`config.mk`:
```
export PLATFORM = sky130hd
export DESIGN_NAME = htbd_ram
export DESIGN_NICKNAME = d
export VERILOG_FILES = /design/src/rtl/htbd_ram.sv
export SDC_FILE = /design/constraint.sdc
export NUM_CORES = 1
export LEC_CHECK = 0
export ABC_AREA = 1
export ABC_CLOCK_PERIOD_IN_PS = 1800
export BUFFER_PORTS_ARGS = -buffer_cell sky130_fd_sc_hd__buf_4
export CORE_ASPECT_RATIO = 0.5
export CORE_UTILIZATION = 55
export DETAILED_ROUTE_END_ITERATION = 8
export PLACE_DENSITY_LB_ADDON = 0.25
export SLEW_MARGIN = 20
export SYNTH_ARGS = -nofsm -noshare
export SYNTH_HDL_FRONTEND = slang
export SYNTH_SLANG_ARGS = --single-unit
```
`constraint.sdc`:
```
create_clock -name clk -period 1.8 [get_ports clk]
set_input_delay 0.27 -clock clk [delete_from_list [all_inputs] [get_ports clk]]
set_output_delay 0.27 -clock clk [all_outputs]
set_load 0.1 [all_outputs]
```
`src/rtl/htbd_ram.sv`:
```
// Generic single-port-write, one-read synchronous RAM with registered read data.
module htbd_ram #(
	parameter int Width = 8,
	parameter int Depth = 16
) (
	input  logic                     clk,
	input  logic                     we,
	input  logic [$clog2(Depth)-1:0] waddr,
	input  logic [Width-1:0]         wdata,
	input  logic [$clog2(Depth)-1:0] raddr,
	output logic [Width-1:0]         rdata
);

	logic [Width-1:0] mem [Depth];

	// Write and registered read.
	always_ff @(posedge clk) begin
		if (we) begin
			mem[waddr] <= wdata;
		end
		rdata <= mem[raddr];
	end

endmodule

```
==> results of run 1 <==
-- layer usage --
metal | up-vias | wire [um] | global-route usage [%]
li1 | 1857 | - | -
met1 | 1865 | 5710 | 36.2
met2 | 207 | 5920 | 40.4
met3 | 20 | 1460 | 8.83
met4 | 0 | 180 | 9.49
met5 | - | 0 | 0
-- worst max path at each step --
stage                             to  cells after the start
final                       rdata[7]                      1
after global routing        rdata[7]                      1
after CTS                   rdata[1]                      1
after detailed placement    rdata[2]                      7
after global placement      rdata[2]                      7
after floorplan           mem[10][0]                      2
-- power by group through the flow --
| stage | logic (mW) | clock network (mW) | registers [mW] |
|---|---|---|---|
| after detailed placement | 0.603 | 0 | 3.63 |
| after global placement | 0.593 | 0 | 3.63 |
| after global routing | 0.657 | 3.80 | 3.57 |
| after floorplan | 0.250 | 0 | 3.77 |
| after CTS | 0.610 | 3.67 | 3.57 |
| final | 0.615 | 3.64 | 3.57 |
-- state kept, by name (all words and copies together), names as in the netlist --
register	cells
mem	128
rdata	8
-- tightest hold or removal path: stages --
cell     delay [ns]
buf_4          0.15
nand3_1        0.09
nand2_1        0.05
-- final cells by class --
class                           instances  share of cell area [%]
Sequential cell                       136                    59.3
Multi-Input combinational cell        289                    18.0
Clock buffer                           20                    6.47
Inverter                              102                    5.67
Timing Repair Buffer                   47                    5.41
Clock inverter                         11                    2.65
Tap cell                              135                    2.50
-- cells in the final DEF (no fill, tap or decap), drive strengths merged --
cell type  count
clkbuf        20
nand3b         2
nand3         97
dfxtp          8
nand2        173
buf           47
clkinv         5
clkinvlp       1
inv          102
edfxtp       128
bufinv         5
nor2          17
-- logic make-up after synthesis --
logic type	Yosys count	share of synthesized area (%)
flip-flops	136	69.4
AND/OR/NAND/NOR	289	21.0
buffers and inverters	126	9.52
-- metrics by stage --
stage               worst slack [ns]  hold slack, ns  instances  util, %
floorplan                      0.579           0.369        551        -
global placement               0.332           0.590        709     62.7
detailed placement             0.302           0.587        709     62.7
CTS                            0.445           0.178        740     68.9
global route                   0.438           0.178        740     68.9
finish                         0.459           0.189        740     68.9
==> impl_results.md, run 1 <==
* Status: completed
* Area grow syn2layout at 17.1%
* Antenna cells at 0
* ANT nets after route at 0
* Max_slew headroom at 66.2%
* Critical Path Source Type: flop
* Max VDD drop at 0.000791 V
* DIE AREA at 10900 um^2
* Critical path's slowest cell: dfxtp_1
* Clock Root Buffer: clkbuf_16
* Max FO, Critical Path at 1
* Final Total Pwr at 7.82 mW
* P per Cell Area at 1160 nW/um^2
* Yosys reg bits at 136
* Vias in the first global route at 3710
* Internal at 6.12 mW
* Htree depth at 4
* TritonCTS Sinks at 136
* I/O pin cnt at 26
* Initial antenna violation count at 0
* Die W at 147 um
* Post CTS Setup Buffer Count at 0
* Crit path from: rdata[7]
* EDFF count, synth at 128
* Leak Pwr at 2.95 nW
* Global-route wire length before repair at 20400 um
* Clk slew on worst S/H paths at 0.06 ns
* Largest area contributor in the netlist: edfxtp_1
* DR pass1 iterations at 5
* # fillers at 677
* Cts hold-fix bufs at 0
* Post-Layout Inst Area at 6750 um^2
* Clock power share at 46.5%
* Iter 0 DRT Violations at 630
* Setup violators final at 0
* Family with the most delay on the worst path: flip-flops
* Max-Cap Viols at 0
* Logic pwr share at 7.9%
* Num rows at 25
* Area of the core at 9790 um^2
* Cells after synthesis at 551
* Sw Ratio at 21.7%
* Setup crit end kind: primary output
* Post-synthesis net count at 569
* Final Max Slew Viols at 0
* Placed cell area at 6130 um^2
* Routed vias/inst at 5.34
* CTS tree: yes
* Register share of total power at 45.6%
* Routability cong. at 0.884
* DRC Markers at 0
* Worst-Skew Late Latency at 0.40 ns
* Setup TNS at 0 ns
* CP peak stage delay at 0.36 ns
* Hold endpoint: rdata[2]
* Dpl hpwl at 8000 um
* Critical Path RT at 1.53 ns
* Area taken by multi-input logic gates at 1210 um^2
* Unique masters post-synth at 12
* RSZ-0062 raised after global routing: false
* Period Utilization, post-route at 74.5%
* Kind of critical path: flop to primary output
* Largest net degree at the start of global routing at 65
* Worst r2r path cells at 6
* Post-synth top cells: nand2_1 (173), edfxtp_1 (128), inv_1 (100)
* Ys async rst share at 0%
* Clock Skew at 0.00588 ns
* Layout cells sized above 1 at 12.2%
* Top-count cell post-synth: nand2_1
* Average wire per standard cell at 17.9 um
* Largest cells by area after synthesis: edfxtp_1 (67%), nand2_1 (11%), nand3_1 (8.4%)
* Register area at 4000 um^2
* NetSw at 1.70 mW
* Syn_area_per_cell at 10.5 um^2
* Drt total wl at 13300 um
* Worst Path Arrival at 1.07 ns
* Synthesized area at 5770 um^2
* Post-CTS resize count at 0
* Fin nets at 611
* YS warnings at 0
* Hold Path Origin: raddr[3]
* Post-layout min period at 1.34 ns
* Total grt overflow at 0
* CP Buf/Inv Count at 1
* Top cell type's share of synthesized area at 66.7%
* FF-to-FF End: rdata[0]
* Hold Path Cell Cnt at 3
* CP Cell Sequence: buf_4
* Worst R2R Start: mem[7][0]
* R2r setup slk at 0.73 ns
* CTS buffer count at 17
* Fin. Hold Viols at 0
* Synth Flop Type: edfxtp_1
* Post-synthesis sequential area ratio at 69.4%
* Via count at 3949
* HP Class: primary input to flop
* Fmax achieved at 0.746 GHz
* Slew of the pin with the lowest slew margin at 0.506 ns
* Clock buffer depth at 2
* Gr usage total at 26.5%
* Starting Density at 58.9%
* Buffers on Ports at 25
* Die height at 74.4 um
Power figures use the tool's default switching activity.
==> run 2: changes to the inputs <==
--- a/config.mk
+++ b/config.mk
@@ -6,7 +6,7 @@
 export NUM_CORES = 1
 export LEC_CHECK = 0
 export ABC_AREA = 1
-export ABC_CLOCK_PERIOD_IN_PS = 1800
+export ABC_CLOCK_PERIOD_IN_PS = 1400
 export BUFFER_PORTS_ARGS = -buffer_cell sky130_fd_sc_hd__buf_4
 export CORE_ASPECT_RATIO = 0.5
 export CORE_UTILIZATION = 55
==> constraint.sdc (replaced) <==
create_clock -name clk -period 1.4 [get_ports clk]
set_input_delay 0.21 -clock clk [delete_from_list [all_inputs] [get_ports clk]]
set_output_delay 0.21 -clock clk [all_outputs]
set_load 0.1 [all_outputs]
==> run 2 against run 1 <==
  * Clock power up 21%
  * Cell count up 0.81%
  * Combinational power up 34%
  * Setup slack worse by 0.36 ns
==> impl_results.md, run 2 (synthesis gave the netlist of run 1 again) <==
* Commonest non-fill, non-tap cells in the layout: nand2_1 (173), edfxtp_1 (128), inv_1 (100), nand3_1 (97), buf_4 (46)
* Post-Layout Inst Area at 6820 um^2
* Die height at 74.4 um
* Cts hold-fix bufs at 0
* Worst R2R Start: mem[5][1]
* CP peak stage delay at 0.36 ns
* Critical Path Source Type: flop
* Family with the most delay on the worst path: flip-flops
* Crit path from: rdata[4]
* Most common cell after layout, fill and taps aside: nand2_1
* ANT nets after route at 0
* Setup crit end kind: primary output
* Htree depth at 4
* Post CTS Setup Buffer Count at 0
* Total grt overflow at 0
* Fin nets at 616
* P per Cell Area at 1440 nW/um^2
* Average wire per standard cell at 18.4 um
* DIE AREA at 10900 um^2
* NetSw at 2.28 mW
* Reg with most FFs: mem
* Via count at 3943
* CP Cell Sequence: buf_4
* Area of the core at 9790 um^2
* Final Max Slew Viols at 0
* Hold Path Origin: raddr[3]
* Final core utilization at 69.6%
* Drt total wl at 13700 um
* DR pass1 iterations at 5
* Iter 0 DRT Violations at 536
* Internal at 7.54 mW
* Setup TNS at 0 ns
* Clock power share at 44.9%
* Worst-Skew Late Latency at 0.41 ns
* Routability cong. at 0.858
* Max VDD drop at 0.000980 V
* Register share of total power at 46.7%
* Buffers on Ports at 25
* Routed vias/inst at 5.29
* Starting Density at 58.9%
* Vias in the first global route at 3709
* TritonCTS Sinks at 136
* Placed cell area at 6230 um^2
* Max_slew headroom at 80.5%
* Slew of the pin with the lowest slew margin at 0.294 ns
* HP Class: primary input to flop
* DRC Markers at 0
* Num rows at 25
* Clock buffer depth at 2
* Initial antenna violation count at 0
* Worst Path Arrival at 1.09 ns
* Critical path's slowest cell: dfxtp_1
* Logic pwr share at 8.4%
* Clock Root Buffer: clkbuf_16
* Layout cells sized above 1 at 13.6%
* Max-Cap Viols at 0
* Largest regs: mem x128, rdata x8
* I/O pin cnt at 26
* Largest net degree at the start of global routing at 40
* Antenna cells at 0
* RSZ-0062 raised after global routing: false
* Status: completed
* Leak Pwr at 2.99 nW
* Post-layout min period at 1.30 ns
* Gr usage total at 27.5%
* Max FFs per register at 128
* Setup violators final at 0
* Global-route wire length before repair at 20900 um
* Post-CTS resize count at 0
* Critical Path RT at 1.19 ns
* Fin. Hold Viols at 0
* Period Utilization, post-route at 93.1%
* Clock Skew at 0.00700 ns
* Max FO, Critical Path at 1
* Dpl hpwl at 8520 um
* Fmax achieved at 0.768 GHz
* Kind of critical path: flop to primary output
* Clk slew on worst S/H paths at 0.06 ns
* CP Buf/Inv Count at 1
* Die W at 147 um
* Area grow syn2layout at 18.2%
* Sw Ratio at 23.2%
* CTS buffer count at 17
* CTS tree: yes
## run 2: worst paths after layout
| path | end | slack [ns] | depth (start not counted) |
|---|---|---|---|
| worst max-delay path | rdata[4] | 0.1 | 1 |
| worst min-delay path | rdata[5] | 0.13 | 3 |
| worst max register to register | rdata[1] | 0.30 | 6 |
| worst min register to register | rdata[0] | 0.68 | 6 |
## run 2: per-layer routing
| metal | GRT usage [%] | part of all wire (%) | vias to the layer above |
|---|---|---|---|
| met5 | 0 | 0 | - |
| met4 | 9.38 | 1.1 | 0 |
| met3 | 6.50 | 8.0 | 15 |
| met2 | 42.2 | 46 | 191 |
| met1 | 39.4 | 45 | 1871 |
| li1 | - | - | 1866 |
## run 2: power groups by stage
| stage | clock, mW | combinational [mW] | sequential (mW) |
|---|---|---|---|
| 2_1_floorplan | 0 | 0.321 | 4.85 |
| 3_3_place_gp | 0 | 0.805 | 4.66 |
| 3_5_place_dp | 0 | 0.811 | 4.67 |
| 4_1_cts | 4.44 | 0.819 | 4.58 |
| 5_1_grt | 4.62 | 0.879 | 4.59 |
| 6_report | 4.41 | 0.825 | 4.58 |
## run 2: per-stage QoR
| stage | worst slack (ns) | std cells | hold WS [ns] | power [mW] |
|---|---|---|---|---|
| global placement | 0.161 | 714 | 0.534 | 5.47 |
| CTS | 0.101 | 746 | 0.105 | 9.84 |
| global route | 0.0780 | 746 | 0.105 | 10.1 |
| finish | 0.0972 | 746 | 0.127 | 9.82 |
| floorplan | 0.239 | 551 | 0.309 | 5.17 |
| detailed placement | 0.135 | 714 | 0.529 | 5.48 |
## run 2: area by class of cell
type                       instances  area [um^2]
timing repair buffer              52          465
clock inverter                    15          159
inverter                         102          383
tap                              135          169
sequential                       136         4000
multi-input combinational        289         1210
fill                             700         2970
clock buffer                      17          425
